File: src/sds_pkg.sv
package sds_pkg;

  localparam int NUM_SERVERS_DEF = 8;
  localparam int QUEUE_DEPTH_DEF = 64;
  localparam int LOAD_MAX_DEF    = 255;

  localparam int IDX_W     = 3;
  localparam int TAG_W     = 16;
  localparam int SIU_W     = 4;
  localparam int CFG_W     = 4;
  localparam int JOBS_W    = 12;
  localparam int S_TDATA_W = 24;
  localparam int OUT_W     = 35;
  localparam int M_TDATA_W = 40;

  localparam logic [JOBS_W-1:0] JOBS_SAT = 12'hFFF;
  localparam logic [SIU_W-1:0]  SIU_RESET = 4'd8;

  localparam logic REG_POLICY_MODE    = 1'b0;
  localparam logic REG_SERVERS_IN_USE = 1'b1;

  typedef enum logic {CMD_ARRIVAL, CMD_DEPARTURE} cmd_t;
  typedef enum logic {MODE_CENTRAL, MODE_SHORTEST} mode_t;

  typedef enum logic [1:0] {
    ERR_OK,
    ERR_UNDERFLOW,
    ERR_SATURATED,
    ERR_QUEUE_FULL
  } err_t;

  typedef enum logic [2:0] {
    ST_IDLE,
    ST_START,
    ST_SCAN,
    ST_UPDATE,
    ST_FINISH
  } state_t;

  typedef struct packed {
    logic item_load;
    logic start;
    logic scan;
    logic update;
    logic finish;
  } ctrl_cmd_t;

  typedef struct packed {
    logic departure;
    logic idx_valid;
    logic central;
    logic queue_empty;
    logic scan_last;
    logic out_free;
  } ctrl_stat_t;

endpackage

File: src/server_dispatch_scheduler.sv
// Job dispatcher with one load counter per server and a wait queue.
// Input channel s_*: s_tuser is the command (0 arrival, 1 departure),
// s_tdata carries the server index and the job tag. Output channel m_*:
// one result item for every input item, in order.
// Configuration: cfg_we/cfg_index/cfg_data write the policy mode (index 0)
// and the number of servers in use (index 1); write only while idle.
// An item is taken only when the block is idle. A scan of the counters, one
// counter per cycle over the active servers (at most eight), is needed for an
// arrival with an empty queue, for every arrival in shortest-queue mode and
// for a central departure with jobs waiting; such an item passes through the
// start, scan, update and finish states. A central arrival that joins a
// non-empty queue skips the scan, and a departure that needs no scan goes
// from start straight to finish. A new item is taken only once the block is
// back in idle after the last result has been registered.
// The result sits in an output register; a stalled receiver holds it there
// and the block finishes its next item only once the register is free.
// Reset clears all counters, the queue pointers, the job total and the
// configuration (central mode, eight servers in use); it takes effect at
// once, with no clearing pass.
module server_dispatch_scheduler #(
  parameter int NUM_SERVERS = sds_pkg::NUM_SERVERS_DEF,
  parameter int QUEUE_DEPTH = sds_pkg::QUEUE_DEPTH_DEF,
  parameter int LOAD_MAX    = sds_pkg::LOAD_MAX_DEF
) (
  input  logic                          clk,
  input  logic                          rst,
  input  logic                          s_tvalid,
  output logic                          s_tready,
  // server_index [2:0], job_tag [18:3], zero [23:19]
  input  logic [sds_pkg::S_TDATA_W-1:0] s_tdata,
  // command [0]
  input  logic                          s_tuser,
  output logic                          m_tvalid,
  input  logic                          m_tready,
  // dispatched [0], dest_server [3:1], sent_tag [19:4], enqueued [20],
  // jobs_present [32:21], error_code [34:33], zero [39:35]
  output logic [sds_pkg::M_TDATA_W-1:0] m_tdata,
  input  logic                          cfg_we,
  input  logic                          cfg_index,
  input  logic [sds_pkg::CFG_W-1:0]     cfg_data
);

  sds_pkg::ctrl_cmd_t  cmd;
  sds_pkg::ctrl_stat_t stat;

  sds_ctrl u_ctrl (
    .clk      (clk),
    .rst      (rst),
    .s_tvalid (s_tvalid),
    .s_tready (s_tready),
    .stat     (stat),
    .cmd      (cmd)
  );

  sds_datapath #(
    .NUM_SERVERS (NUM_SERVERS),
    .QUEUE_DEPTH (QUEUE_DEPTH),
    .LOAD_MAX    (LOAD_MAX)
  ) u_datapath (
    .clk       (clk),
    .rst       (rst),
    .cfg_we    (cfg_we),
    .cfg_index (cfg_index),
    .cfg_data  (cfg_data),
    .s_tdata   (s_tdata),
    .s_tuser   (s_tuser),
    .cmd       (cmd),
    .stat      (stat),
    .m_tvalid  (m_tvalid),
    .m_tready  (m_tready),
    .m_tdata   (m_tdata)
  );

endmodule

File: src/sds_ctrl.sv
module sds_ctrl (
  input  logic                clk,
  input  logic                rst,
  input  logic                s_tvalid,
  output logic                s_tready,
  input  sds_pkg::ctrl_stat_t stat,
  output sds_pkg::ctrl_cmd_t  cmd
);

  sds_pkg::state_t state, state_next;

  always_ff @(posedge clk) begin
    if (rst) begin
      state <= sds_pkg::ST_IDLE;
    end else begin
      state <= state_next;
    end
  end

  always_comb begin
    state_next = state;
    unique case (state)
      sds_pkg::ST_IDLE: begin
        if (s_tvalid) state_next = sds_pkg::ST_START;
      end
      sds_pkg::ST_START: begin
        if (stat.departure) begin
          // Only a real departure in central mode with jobs waiting needs a scan.
          if (!stat.idx_valid || !stat.central || stat.queue_empty) begin
            state_next = sds_pkg::ST_FINISH;
          end else begin
            state_next = sds_pkg::ST_SCAN;
          end
        end else if (stat.central && !stat.queue_empty) begin
          state_next = sds_pkg::ST_UPDATE;
        end else begin
          state_next = sds_pkg::ST_SCAN;
        end
      end
      sds_pkg::ST_SCAN: begin
        if (stat.scan_last) state_next = sds_pkg::ST_UPDATE;
      end
      sds_pkg::ST_UPDATE: begin
        state_next = sds_pkg::ST_FINISH;
      end
      sds_pkg::ST_FINISH: begin
        if (stat.out_free) state_next = sds_pkg::ST_IDLE;
      end
      default: begin
        state_next = sds_pkg::ST_IDLE;
      end
    endcase
  end

  always_comb begin
    s_tready      = (state == sds_pkg::ST_IDLE);
    cmd.item_load = (state == sds_pkg::ST_IDLE) && s_tvalid;
    cmd.start     = (state == sds_pkg::ST_START);
    cmd.scan      = (state == sds_pkg::ST_SCAN);
    cmd.update    = (state == sds_pkg::ST_UPDATE);
    cmd.finish    = (state == sds_pkg::ST_FINISH) && stat.out_free;
  end

endmodule

File: src/sds_datapath.sv
module sds_datapath #(
  parameter int NUM_SERVERS = sds_pkg::NUM_SERVERS_DEF,
  parameter int QUEUE_DEPTH = sds_pkg::QUEUE_DEPTH_DEF,
  parameter int LOAD_MAX    = sds_pkg::LOAD_MAX_DEF
) (
  input  logic                            clk,
  input  logic                            rst,
  input  logic                            cfg_we,
  input  logic                            cfg_index,
  input  logic [sds_pkg::CFG_W-1:0]       cfg_data,
  input  logic [sds_pkg::S_TDATA_W-1:0]   s_tdata,
  input  logic                            s_tuser,
  input  sds_pkg::ctrl_cmd_t              cmd,
  output sds_pkg::ctrl_stat_t             stat,
  output logic                            m_tvalid,
  input  logic                            m_tready,
  output logic [sds_pkg::M_TDATA_W-1:0]   m_tdata
);

  localparam int SW  = (NUM_SERVERS > 1) ? $clog2(NUM_SERVERS) : 1;
  localparam int NW  = $clog2(NUM_SERVERS + 1);
  localparam int CW  = (NW > sds_pkg::SIU_W) ? NW : sds_pkg::SIU_W;
  localparam int LW  = $clog2(LOAD_MAX + 1);
  localparam int QW  = $clog2(QUEUE_DEPTH);
  localparam int LNW = $clog2(QUEUE_DEPTH + 1);
  localparam int TW0 = $clog2(QUEUE_DEPTH + NUM_SERVERS * LOAD_MAX + 1);
  localparam int TW  = (TW0 > sds_pkg::JOBS_W) ? TW0 : sds_pkg::JOBS_W;
  localparam int PAD = sds_pkg::M_TDATA_W - sds_pkg::OUT_W;

  // Configuration
  sds_pkg::mode_t             policy_mode;
  logic [sds_pkg::SIU_W-1:0]  servers_in_use;

  // Item under work
  sds_pkg::cmd_t              item_cmd;
  logic [sds_pkg::IDX_W-1:0]  item_idx;
  logic [sds_pkg::TAG_W-1:0]  item_tag;

  // Server counters, wait queue and job total
  logic [LW-1:0]              server_load [NUM_SERVERS];
  logic [sds_pkg::TAG_W-1:0]  qmem [QUEUE_DEPTH];
  logic [sds_pkg::TAG_W-1:0]  q_rd;
  logic [QW-1:0]              q_head;
  logic [QW-1:0]              q_tail;
  logic [LNW-1:0]             q_len;
  logic [TW-1:0]              total;

  // Scan state
  logic [SW-1:0]              scan_i;
  logic [SW-1:0]              best;
  logic [LW-1:0]              best_load;
  logic                       found;

  // Result staging
  logic                       res_dispatched;
  logic [sds_pkg::IDX_W-1:0]  res_dest;
  logic [sds_pkg::TAG_W-1:0]  res_tag;
  logic                       res_enq;
  sds_pkg::err_t              res_err;

  logic [CW-1:0]              siu_ext;
  logic [CW-1:0]              active;
  logic [SW-1:0]              last_idx;
  logic [SW-1:0]              idx_addr;
  logic [SW-1:0]              ld_addr;
  logic [LW-1:0]              load_rd;
  logic                       idx_valid;
  logic                       arrival;
  logic                       central;
  logic                       q_empty;
  logic                       q_full;
  logic                       dec_ok;
  logic                       do_dispatch;
  logic                       do_push;
  sds_pkg::err_t              up_err;
  logic [sds_pkg::JOBS_W-1:0] jobs_sat;

  always_comb begin
    siu_ext = CW'(servers_in_use);
    if (siu_ext == '0) begin
      active = CW'(1);
    end else if (siu_ext > CW'(NUM_SERVERS)) begin
      active = CW'(NUM_SERVERS);
    end else begin
      active = siu_ext;
    end
    last_idx = SW'(active - CW'(1));
  end

  assign idx_valid = int'(item_idx) < NUM_SERVERS;
  assign idx_addr  = SW'(item_idx);
  assign arrival   = (item_cmd == sds_pkg::CMD_ARRIVAL);
  assign central   = (policy_mode == sds_pkg::MODE_CENTRAL);
  assign q_empty   = (q_len == '0);
  assign q_full    = (q_len == LNW'(QUEUE_DEPTH));

  // The counter file has a single read port, steered by the current step.
  always_comb begin
    if (cmd.start) begin
      ld_addr = idx_addr;
    end else if (cmd.update) begin
      ld_addr = best;
    end else begin
      ld_addr = scan_i;
    end
  end

  assign load_rd = server_load[ld_addr];
  assign dec_ok  = !arrival && idx_valid && (load_rd != '0);

  always_comb begin
    do_dispatch = 1'b0;
    do_push     = 1'b0;
    up_err      = sds_pkg::ERR_OK;
    if (arrival) begin
      if (central) begin
        if (!q_empty || !found) begin
          if (q_full) begin
            up_err = sds_pkg::ERR_QUEUE_FULL;
          end else begin
            do_push = 1'b1;
          end
        end else begin
          do_dispatch = 1'b1;
        end
      end else if (best_load >= LW'(LOAD_MAX)) begin
        up_err = sds_pkg::ERR_SATURATED;
      end else begin
        do_dispatch = 1'b1;
      end
    end else begin
      // A departure reaches this step only with jobs waiting in central mode.
      do_dispatch = found;
    end
  end

  always_ff @(posedge clk) begin
    if (rst) begin
      policy_mode    <= sds_pkg::MODE_CENTRAL;
      servers_in_use <= sds_pkg::SIU_RESET;
    end else if (cfg_we) begin
      unique case (cfg_index)
        sds_pkg::REG_POLICY_MODE:    policy_mode    <= sds_pkg::mode_t'(cfg_data[0]);
        sds_pkg::REG_SERVERS_IN_USE: servers_in_use <= cfg_data;
        default: ;
      endcase
    end
  end

  always_ff @(posedge clk) begin
    if (cmd.item_load) begin
      item_cmd <= sds_pkg::cmd_t'(s_tuser);
      item_idx <= s_tdata[sds_pkg::IDX_W-1:0];
      item_tag <= s_tdata[sds_pkg::IDX_W +: sds_pkg::TAG_W];
    end
  end

  always_ff @(posedge clk) begin
    if (rst) begin
      for (int i = 0; i < NUM_SERVERS; i++) begin
        server_load[i] <= '0;
      end
      q_head <= '0;
      q_tail <= '0;
      q_len  <= '0;
      total  <= '0;
    end else if (cmd.start) begin
      if (dec_ok) begin
        server_load[ld_addr] <= load_rd - LW'(1);
        total                <= total - TW'(1);
      end
    end else if (cmd.update) begin
      if (do_dispatch) begin
        server_load[ld_addr] <= load_rd + LW'(1);
      end
      if (do_push) begin
        q_tail <= (q_tail == QW'(QUEUE_DEPTH - 1)) ? '0 : q_tail + QW'(1);
        q_len  <= q_len + LNW'(1);
      end
      // A queued job moving to a server leaves the total unchanged.
      if (do_dispatch && !arrival) begin
        q_head <= (q_head == QW'(QUEUE_DEPTH - 1)) ? '0 : q_head + QW'(1);
        q_len  <= q_len - LNW'(1);
      end
      if (do_push || (do_dispatch && arrival)) begin
        total <= total + TW'(1);
      end
    end
  end

  always_ff @(posedge clk) begin
    if (cmd.update && do_push) begin
      qmem[q_tail] <= item_tag;
    end
    q_rd <= qmem[q_head];
  end

  always_ff @(posedge clk) begin
    if (cmd.start) begin
      scan_i    <= '0;
      best      <= '0;
      best_load <= '0;
      found     <= 1'b0;
    end else if (cmd.scan) begin
      if (central) begin
        if (!found && (load_rd == '0)) begin
          found <= 1'b1;
          best  <= scan_i;
        end
      end else if ((scan_i == '0) || (load_rd < best_load)) begin
        best      <= scan_i;
        best_load <= load_rd;
      end
      if (scan_i != last_idx) begin
        scan_i <= scan_i + SW'(1);
      end
    end
  end

  always_ff @(posedge clk) begin
    if (cmd.start) begin
      res_dispatched <= 1'b0;
      res_dest       <= '0;
      res_tag        <= '0;
      res_enq        <= 1'b0;
      res_err        <= (!arrival && idx_valid && (load_rd == '0)) ?
                        sds_pkg::ERR_UNDERFLOW : sds_pkg::ERR_OK;
    end else if (cmd.update) begin
      if (do_dispatch) begin
        res_dispatched <= 1'b1;
        res_dest       <= sds_pkg::IDX_W'(best);
        res_tag        <= arrival ? item_tag : q_rd;
      end
      res_enq <= do_push;
      if (up_err != sds_pkg::ERR_OK) begin
        res_err <= up_err;
      end
    end
  end

  assign jobs_sat = (total > TW'(sds_pkg::JOBS_SAT)) ? sds_pkg::JOBS_SAT
                                                     : total[sds_pkg::JOBS_W-1:0];

  always_ff @(posedge clk) begin
    if (rst) begin
      m_tvalid <= 1'b0;
    end else if (cmd.finish) begin
      m_tvalid <= 1'b1;
    end else if (m_tready) begin
      m_tvalid <= 1'b0;
    end
  end

  always_ff @(posedge clk) begin
    if (cmd.finish) begin
      m_tdata <= {{PAD{1'b0}}, res_err, jobs_sat, res_enq, res_tag, res_dest,
                  res_dispatched};
    end
  end

  always_comb begin
    stat.departure   = !arrival;
    stat.idx_valid   = idx_valid;
    stat.central     = central;
    stat.queue_empty = q_empty;
    stat.scan_last   = (scan_i == last_idx);
    stat.out_free    = !m_tvalid || m_tready;
  end

endmodule

File: config.mk
export PLATFORM = sky130hd
export DESIGN_NAME = server_dispatch_scheduler
export DESIGN_NICKNAME = d
export VERILOG_FILES = /design/src/sds_pkg.sv /design/src/server_dispatch_scheduler.sv /design/src/sds_ctrl.sv /design/src/sds_datapath.sv
export SDC_FILE = /design/constraint.sdc
export NUM_CORES = 1
export LEC_CHECK = 0
export BUFFER_PORTS_ARGS = -buffer_cell sky130_fd_sc_hd__buf_2
export CORE_MARGIN = 2
export CORE_UTILIZATION = 55
export CTS_BUF_LIST = sky130_fd_sc_hd__clkbuf_8
export CTS_CLUSTER_DIAMETER = 40
export CTS_CLUSTER_SIZE = 30
export DETAILED_ROUTE_END_ITERATION = 10
export PLACE_DENSITY_LB_ADDON = 0.15
export SLEW_MARGIN = 40
export SYNTH_ARGS = -nofsm -noshare
export SYNTH_HDL_FRONTEND = slang
export SYNTH_SLANG_ARGS = --single-unit
File: constraint.sdc
create_clock -name clk -period 10.25 [get_ports clk]
set_input_delay 0.5125 -clock clk [delete_from_list [all_inputs] [get_ports clk]]
set_output_delay 0.5125 -clock clk [all_outputs]
set_load 0.02 [all_outputs]
==> metrics.yaml, run 1 <==
placed_design:
  gp_congestion: 0.873
  dp_hpwl_um: 63600
  port_buffers: 66
layout:
  final_nets: 2719
  multi_input_area_um2: 12100
  register_area_um2: 36200
  syn2layout_area_growth_pct: 11.7
  nFillCells: 6171
  drive_gt1_share_pct: 28.5
synthesis:
  yosysMostFrequentCell: "edfxtp_1"
  synthFlopType: "edfxtp_1"
  ys_async_sr_fraction_pct: 0
  syn-cell-area_um2: 49000
  avgSynthCellArea_um2: 20.1
  synth_common_cells: "1145 x edfxtp_1, 338 x mux4_2, 218 x nor2_1"
  synthTopCellsByArea: "edfxtp_1 70%, mux4_2 16%, dfxtp_1 3.8%, nor2_1 1.7%, mux2i_1 0.98%"
  synth_edf_count: 1145
  synth_cell_types: 72
  synthCells: 2442
  ys_warn_count: 0
  yosysTopAreaCellShare_pct: 70.2
  yosysSeqAreaShare_pct: 74.0
  synth_largest_area_cell: "edfxtp_1"
  ys_ff_latch: 1237
worst_setup_path:
  critPathArrivalTime_ns: 5.44
  r2r_slack_ns: 5.54
  rr_worst_depth: 15
  path_class: "flop to flop"
  end_kind: "flop"
  start_kind: "flop"
  r2r-end: "u_datapath.best_load[2]"
  critPathMaxFanout: 27
  r2r-start: "u_ctrl.state[0]"
  critical_path_required_ns: 10.98
routing:
  drc: 0
  firstDrtPassIters: 5
  vias: 24400
  postRouteWirelength_um: 110000
  antenna_left: 0
  vias_per_cell: 6.19
  drtIter0Drc: 2554
  wl_per_cell_um: 27.9
min_path:
  whs_path_depth: 4
  hp-class: "input pin to flop"
  hold_end: "u_ctrl.state[2]"
  hold_start: "m_tready"
cts:
  worst_skew_pair.late_latency_ns: 0.84
  cts_root_buffer: "clkbuf_8"
  htreeDepth: 4
  clkTransAtPathRegs_ns: 0.08
  cts_max_path_buffers: 3
  cts_buffers: 142
  clkSinkCount: 1237
  tritoncts: "built"
sta:
  skew_ns: 0.0463
  fmax_mhz: 212
  fin_crit_ns: 4.71
  slew_headroom_pct: 42.9
  period_share_pct: 46.0
  finalHoldViolCount: 0
  final_max_slew_viol_count: 0
  setup_tns_ns: 0
  rsz0062_at_grt: "false"
  worstMarginPinSlew_ns: 0.856
  finalSetupViolCount: 0
floorplan:
  die_x_um: 302
  std_cell_rows: 109
  design.die.area_um2: 91400
  design.core.area_um2: 88400
  io_pins: 77
  start_util_pct: 55.4
  die_y_um: 302
global_routing:
  grt_max_degree: 66
  grt_pass1_vias: 24500
  overflow: 0
  antenna_found_initial: 3
  grt_use_total_pct: 24.5
  grt_pass1_wl_um: 161000
run:
  maxCapViolations: 0
power_and_ir_drop:
  cellPowerDensity_nw_per_um2: 189
  p_leak_uw: 0.0171
  peakVddDrop_v: 0.000158
  total_power_uw: 10300
outcome:
  status: "completed"
==> per-layer routing <==
layer	GRT usage, %	share of wire [%]	vias up	wire length, um
met5	0	0.0082	-	9
met4	7.35	2.4	2	2630
met3	3.91	6.6	158	7200
met2	40.6	50	940	55200
met1	34.2	41	12900	44700
li1	-	-	10400	-
==> where the power goes <==
group          switching, uW  leakage [uW]  internal, uW
sequential              35.3        0.0111          5630
clock                   1900       0.00164          1870
combinational            610       0.00431           278
==> layout make-up <==
type                    count  area share (%)
inverters                  26           0.178
well taps                1165            2.67
repair buffers            194            2.67
flip-flops and latches   1237            66.3
diodes                      4          0.0183
clock buffers             144            3.62
clock inverters           120            2.39
multi-input cells        1047            22.2
==> state kept, by name (all words and copies together) (netlist names), 2 cells and up <==
register and count:
u_ctrl.state 3, u_datapath.best 3, u_datapath.best_load 8, u_datapath.idx_addr 3, u_datapath.item_tag 16, u_datapath.m_tdata 35, u_datapath.q_head 6, u_datapath.q_len 7
u_datapath.q_rd 16, u_datapath.q_tail 6, u_datapath.qmem 1024, u_datapath.res_dest 3, u_datapath.res_err 2, u_datapath.res_tag 16, u_datapath.scan_i 3, u_datapath.server_load 64
u_datapath.servers_in_use 4, u_datapath.total 12
==> cell families after synthesis <==
kind of cell,Yosys count,synth area share (%)
other,1,0.00766
and+or+nand+nor,434,4.10
buffers and inverters,162,1.39
AOI/OAI and AO/OA,139,2.03
DFF,1237,74.0
xor gates and xnor gates,31,0.570
muxes,402,17.0
adders and majority gates,36,0.966
==> worst max-delay path, cell delays in order (launching register included) <==
cell      delay [ns]
dfxtp_1         0.61
nor2b_1         0.42
buf_4           0.28
mux2i_4         0.24
buf_4           0.35
mux2i_1         0.23
a21oi_1         0.11
o32ai_2         0.59
inv_1           0.15
ha_1            0.32
and4_1          0.21
nand2_1         0.08
a41oi_1         0.16
a21oi_4         0.47
nor2_1          0.09
a311oi_1        0.27
==> what timing repair did <==
item                                   4_1_cts  5_1_grt
resized for setup                            0        0
endpoints found under the hold margin       25        0
hold buffers                                28        0
setup buffers                                0        0
==> cells in the final DEF, fill, tap and decap left out, types with 6 or more instances in the layout <==
master         Yosys  routed
edfxtp_1        1145    1145
mux4_2           338     338
nor2_1           218     213
clkbuf_8           0     144
buf_4              8      91
dfxtp_1           92      87
nand2_1           70      70
buf_2              6      66
mux2i_1           48      48
inv_1             25      35
ha_1              33      33
a21oi_1           29      29
dlygate4sd3_1      0      28
nor2b_1           24      24
nand3_1           23      23
clkinvlp_4         0      23
nor3_1            22      22
nand2b_1          19      19
o21ai_0           19      19
a211oi_1          18      18
bufinv_16          0      18
inv_6              0      17
clkinv_2           0      17
xor2_1            16      16
or3_1             14      14
xnor2_1           14      14
o31ai_1           12      12
clkinv_1           1      12
a21o_1            12      12
mux2_2            10      10
clkinv_4           0       9
nand4b_1           8       8
nand4_1            8       8
inv_8              0       8
nand3b_1           7       7
clkinv_8           0       7
and3_1             6       6
and2_1             7       6
==> stage by stage <==
stage	hold slack [ns]	cell area, um2	std cells	utilization, %	worst slack [ns]
2_1_floorplan	0.400	49000	2446	-	6.34
3_3_place_gp	0.418	51000	3637	57.7	5.52
3_5_place_dp	0.419	51100	3641	57.8	5.44
4_1_cts	0.0234	54700	3933	61.9	5.38
5_1_grt	0.0650	54700	3935	61.9	5.17
6_report	0.0800	54700	3937	61.9	5.54
==> worst max path at each step <==
| stage | start | endpoint | slack [ns] | depth (start not counted) |
|---|---|---|---|---|
| 3_5_place_dp | u_ctrl.state[0] | u_datapath.best_load[5] | 5.44 | 15 |
| 6_report | u_ctrl.state[0] | u_datapath.best_load[2] | 5.54 | 15 |
| 2_1_floorplan | u_ctrl.state[0] | u_datapath.total[11] | 6.34 | 17 |
| 5_1_grt | u_ctrl.state[0] | u_datapath.server_load[2][7] | 5.17 | 12 |
| 4_1_cts | u_ctrl.state[0] | u_datapath.best_load[2] | 5.38 | 15 |
| 3_3_place_gp | u_ctrl.state[0] | u_datapath.best_load[7] | 5.52 | 15 |
Note: power is estimated with default switching activity, not from simulation.
==> inputs of run 2 (changes only) <==
==> constraint.sdc (replaced) <==
create_clock -name clk -period 4.2 [get_ports clk]
set_input_delay 0.21 -clock clk [delete_from_list [all_inputs] [get_ports clk]]
set_output_delay 0.21 -clock clk [all_outputs]
set_load 0.02 [all_outputs]
==> metrics.yaml, run 2 (synthesized netlist as in run 1, its figures left out) <==
run:
  maxCapViolations: 0  # unchanged
layout:
  largest-register: "u_datapath.qmem"
  drive_gt1_share_pct: 29.7  # +1.2 points
  final_cell_mix: "1145 x edfxtp_1, 338 x mux4_2, 217 x nor2_1, 153 x clkbuf_8, 116 x buf_4"
  top_regs: "u_datapath.qmem (1024), u_datapath.server_load (64), u_datapath.m_tdata (35)"
  layout_commonest_cell: "edfxtp_1"
  syn2layout_area_growth_pct: 12.6
  nFillCells: 6081  # -1.5%
  largest_reg_flops: 1024  # unchanged
  final_nets: 2778  # +2.2%
cts:
  clkSinkCount: 1237  # unchanged
  cts_max_path_buffers: 3  # unchanged
  clkTransAtPathRegs_ns: 0.08  # about the same
  cts_root_buffer: "clkbuf_8"
  cts_buffers: 147  # +3.5%
  tritoncts: "built"
  worst_skew_pair.late_latency_ns: 0.84  # about the same
  htreeDepth: 4  # unchanged
  cts_setup_buffers: 0  # unchanged
global_routing:
  grt_pass1_wl_um: 163000  # +1.5%
  grt_max_degree: 70  # +6.1%
  antenna_found_initial: 2  # -1
  grt_use_total_pct: 24.9  # +0.34 points
  overflow: 0  # unchanged
  grt_pass1_vias: 25000  # +2.0%
floorplan:
  start_util_pct: 55.4  # unchanged
  die_x_um: 302  # unchanged
  std_cell_rows: 109  # unchanged
  die_y_um: 302  # unchanged
  design.core.area_um2: 88400  # unchanged
  design.die.area_um2: 91400  # unchanged
  io_pins: 77  # unchanged
power_and_ir_drop:
  netSwitchingFraction_pct: 25.5  # +0.76 points
  pwr-share-seq_pct: 55.3  # +0.4 points
  cellPowerDensity_nw_per_um2: 454  # +140%
  pwr-share-comb_pct: 8.9  # +0.3 points
  total_power_uw: 25000  # +140%
  p_leak_uw: 0.0174  # +1.8%
  peakVddDrop_v: 0.000381  # +140%
  clkPwrFrac_pct: 35.7  # -0.8 points
  p_sw_uw: 6380  # +150%
  intPower_uw: 18700  # +140%
routing:
  wl_met1_um: 45500  # +1.7%
  postRouteWirelength_um: 111000  # +0.92%
  vias: 24400  # +0.26%
  wl_per_cell_um: 27.7  # -0.62%
  wl_met3_um: 6690  # -7.2%
  route.met2.wl_um: 55800  # +0.93%
  firstDrtPassIters: 6  # +1
  vias_per_cell: 6.11  # -1.3%
  antenna_left: 0  # unchanged
  topRoutingLayerUsed: "met4"
  drtIter0Drc: 2396  # -6.2%
  drc: 0  # unchanged
sta:
  worst_slack_ns: 0.242  # -5.29 ns
  setup_tns_ns: 0  # unchanged
  final_max_slew_viol_count: 0  # unchanged
  finalHoldViolCount: 0  # unchanged
  fmax_mhz: 253  # +19%
  worstMarginPinSlew_ns: 0.821  # -0.0347 ns
  rsz0062_at_grt: "false"
  skew_ns: 0.0484  # +0.00210 ns
  slew_headroom_pct: 45.2  # +2.3 points
  period_share_pct: 94.2  # +48 points
  finalSetupViolCount: 0  # unchanged
  fin_crit_ns: 3.96  # -0.756 ns
worst_setup_path:
  cp_cell_sequence: "mux2_2 > mux2_2 > or3_1 > o211ai_1 > nand2_1 > ha_1 > a21o_1 > a22o_1 > or3_1 > xnor2_2 > nor2_1"
  crit_path_max_incr_delay_ns: 0.47  # -0.14 ns
  start_kind: "flop"
  critical_path_required_ns: 4.74  # -6.24 ns
  critPathArrivalTime_ns: 4.50  # -0.94 ns
  end_kind: "flop"
  path_class: "flop to flop"
  crit_slowest_cell: "dfxtp_1"
  critPathMaxFanout: 15  # -44%
placed_design:
  dpl_worst_slack_ns: 0.288  # -5.16 ns
  gp_congestion: 0.865  # -0.96%
  dp_hpwl_um: 68000  # +6.9%
  port_buffers: 66  # unchanged
outcome:
  status: "completed"
min_path:
  hp-class: "input pin to flop"
## run 2: what timing repair did
action	in CTS	in global routing
gates resized for setup	0	3
hold buffers	37	0
endpoints found under the setup margin	0	11
hold endpoints to repair	31	0
## run 2: layout make-up
type	instances	area [um2]	area share, %
diodes	2	5.00	0.00908
clock buffers	153	2110	3.82
clock inverters	120	1110	2.01
inverters	26	97.6	0.177
multi-input cells	1047	12100	22.0
flip-flops and latches	1237	36200	65.7
well taps	1165	1460	2.64
repair buffers	248	2010	3.64
## run 2: power by group through the flow
| stage | Sequential [uW] | Combinational [uW] | Clock (uW) |
|---|---|---|---|
| 2_1_floorplan | 14200 | 1320 | 0 |
| 3_3_place_gp | 14200 | 1970 | 0 |
| 3_5_place_dp | 14100 | 2150 | 0 |
| 4_1_cts | 13900 | 2190 | 9140 |
| 5_1_grt | 13900 | 2430 | 9610 |
| 6_report | 13900 | 2230 | 8950 |
## run 2: critical path: cells and delay by family (launching register included)
kind                       cells  cell delay [ns]
AOI/OAI and AO/OA              3             0.60
DFF                            1             0.47
and+or+nand+nor                4             1.04
muxes                          2             0.80
xor gates and xnor gates       1             0.42
adders and majority gates      1             0.35
## run 2: worst paths after layout
kind | depth (start not counted) | to | slack [ns] | from
setup reg to reg | 11 | u_datapath.server_load[0][5] | 0.24 | u_ctrl.state[1]
hold reg to reg | 0 | u_datapath.m_tdata[9] | 0.44 | u_datapath.res_tag[5]
setup / recovery | 11 | u_datapath.server_load[0][5] | 0.24 | u_ctrl.state[1]
hold / removal | 2 | u_datapath.item_tag[14] | 0.10 | s_tdata[17]
## run 2: stage by stage
stage / utilization, % / std cells / area (um2) / hold slack, ns
global route: 62.4 / 3997 / 55100 / 0.0661
finish: 62.4 / 3998 / 55100 / 0.103
detailed placement: 58.3 / 3685 / 51500 / 0.389
floorplan: - / 2446 / 49000 / 0.309
CTS: 62.3 / 3995 / 55100 / 0.0231
global placement: 58.1 / 3669 / 51300 / 0.388
## run 2: routing by layer
layer	GRT usage (%)	vias to the layer above
met2	41.1	892
li1	-	10500
met5	0	-
met1	34.3	12900
met3	4.17	180
met4	7.98	0
==> inputs of run 3 (changes only) <==
--- a/config.mk
+++ b/config.mk
@@ -13,6 +13,7 @@
 export CTS_CLUSTER_SIZE = 30
 export DETAILED_ROUTE_END_ITERATION = 10
 export PLACE_DENSITY_LB_ADDON = 0.15
+export RECOVER_POWER = 100
 export SLEW_MARGIN = 40
 export SYNTH_ARGS = -nofsm -noshare
 export SYNTH_HDL_FRONTEND = slang
==> metrics.yaml, run 3 (synthesized netlist as in run 1, its figures left out) <==
sta:
  fin_crit_ns: 4.02  # +0.0610 ns
  final_max_slew_viol_count: 659  # +659
  rsz0062_at_grt: "false"
  slew_headroom_pct: -118  # -160 points
  finalHoldViolCount: 0  # unchanged
  setup_tns_ns: 0  # unchanged
  skew_ns: 0.0513  # +0.00285 ns
  period_share_pct: 95.7  # +1.5 points
  worstMarginPinSlew_ns: 3.27  # +2.45 ns
  finalSetupViolCount: 0  # unchanged
  fmax_mhz: 249  # -1.5%
floorplan:
  io_pins: 77  # unchanged
  std_cell_rows: 109  # unchanged
  start_util_pct: 55.4  # unchanged
  design.die.area_um2: 91400  # unchanged
  die_x_um: 302  # unchanged
  die_y_um: 302  # unchanged
  design.core.area_um2: 88400  # unchanged
layout:
  largest_reg_flops: 1024  # unchanged
  fin_util_pct: 61.8  # -0.61 points
  drive_gt1_share_pct: 25.6  # -4.1 points
  fin_cells: 3997  # -0.025%
  design_area_um2: 54600  # -0.98%
  syn2layout_area_growth_pct: 11.5
  nFillCells: 6221  # +2.3%
  final_cell_mix: "1145 x edfxtp_1, 338 x mux4_2, 218 x nor2_1, 153 x clkbuf_8, 104 x clkbuf_1"
  largest-register: "u_datapath.qmem"
  top_regs: "u_datapath.qmem (1024), u_datapath.server_load (64), u_datapath.m_tdata (35)"
  final_nets: 2778  # unchanged
  layout_commonest_cell: "edfxtp_1"
placed_design:
  place_area_um2: 51500  # unchanged
  gp_congestion: 0.865  # unchanged
  dp_hpwl_um: 68000  # unchanged
  port_buffers: 66  # unchanged
  dp.cells: 3685  # unchanged
worst_setup_path:
  rr_worst_depth: 8  # -3
  critPathMaxFanout: 17  # +2
  critPathArrivalTime_ns: 4.45  # -0.05 ns
  start_kind: "flop"
  critical_path_required_ns: 4.63  # -0.11 ns
  path_class: "flop to flop"
  end_kind: "flop"
cts:
  cts_root_buffer: "clkbuf_8"
  worst_skew_pair.late_latency_ns: 0.84  # about the same
  cts_buffers: 147  # unchanged
  clkSinkCount: 1237  # unchanged
  htreeDepth: 4  # unchanged
  tritoncts: "built"
  cts_max_path_buffers: 3  # unchanged
  cts_setup_buffers: 0  # unchanged
  clkTransAtPathRegs_ns: 0.08  # about the same
global_routing:
  grt_pass1_vias: 25000  # unchanged
  grt_use_total_pct: 24.9  # unchanged
  met2_usage_pct: 41.1  # unchanged
  antenna_found_initial: 3  # +1
  grt_max_degree: 70  # unchanged
  overflow: 0  # unchanged
  top_usage_layer: "met2"
  grt_util_met1_pct: 34.3  # unchanged
  grt_pass1_wl_um: 163000  # unchanged
  use_met3_pct: 4.17  # unchanged
routing:
  drtIter0Drc: 2525  # +5.4%
  wl_per_cell_um: 27.7  # about the same
  vias: 24400  # +0.012%
  antenna_left: 0  # unchanged
  firstDrtPassIters: 6  # unchanged
  vias_per_cell: 6.11  # about the same
  drc: 0  # unchanged
  postRouteWirelength_um: 111000  # about the same
power_and_ir_drop:
  cellPowerDensity_nw_per_um2: 457  # +0.67%
  peakVddDrop_v: 0.000332  # -13%
  p_leak_uw: 0.0170  # -2.4%
min_path:
  whs_path_depth: 2  # unchanged
  hp-class: "input pin to flop"
run:
  maxCapViolations: 15  # +15
outcome:
  violations: "max-capacitance violations, max-slew violations"
  status: "finished with violations"
## run 3: final cells by class
cell class | instances | area [um2] | area share (%)
sequential | 1237 | 36200 | 66.4
multi-input combinational | 1047 | 12100 | 22.1
clock buffer | 153 | 2110 | 3.86
timing repair buffer | 248 | 1520 | 2.79
tap | 1165 | 1460 | 2.67
clock inverter | 120 | 1110 | 2.03
inverter | 26 | 97.6 | 0.179
antenna | 1 | 2.50 | 0.00458
## run 3: worst max-delay path, cell delays in order (launching register included)
cell	delay (ns)
edfxtp_1	0.61
clkbuf_1	0.56
nor2_1	0.39
o2111ai_1	0.16
buf_4	0.21
nor2_1	0.31
nand3_1	0.55
nor2_1	0.25
clkbuf_2	0.54
## run 3: report_power, final
group	total (uW)	leakage [uW]	switching, uW	internal (uW)
combinational	2120	0.00421	1430	687
clock	8960	0.00163	4790	4170
sequential	13900	0.0111	129	13800
## run 3: per-layer routing
metal,vias to the layer above,wire length (um)
met5,-,0
met4,0,2880
met3,173,6900
met2,908,55800
met1,12800,45300
li1,10500,-
## run 3: path summary, 6_finish.rpt
kind                               from                      end  slack (ns)
setup / recovery    u_datapath.item_cmd   u_datapath.qmem[15][0]        0.18
hold / removal              s_tdata[17]  u_datapath.item_tag[14]         0.1
setup reg to reg    u_datapath.item_cmd   u_datapath.qmem[15][0]        0.18
hold reg to reg   u_datapath.res_tag[8]   u_datapath.m_tdata[12]        0.43
## run 3: metrics by stage
step / total power, uW / hold WS, ns / worst slack (ns)
2_1_floorplan: 15600 / 0.309 / 0.292
3_3_place_gp: 16200 / 0.388 / 0.316
3_5_place_dp: 16300 / 0.389 / 0.288
4_1_cts: 25200 / 0.0231 / 0.258
5_1_grt: 25800 / 0.0661 / 0.0185
6_report: 25000 / 0.0984 / 0.181
## run 3: what timing repair did
action	CTS	global route
setup endpoints to repair	0	11
hold buffers	37	0
gates resized for setup	0	3
hold endpoints to repair	31	0
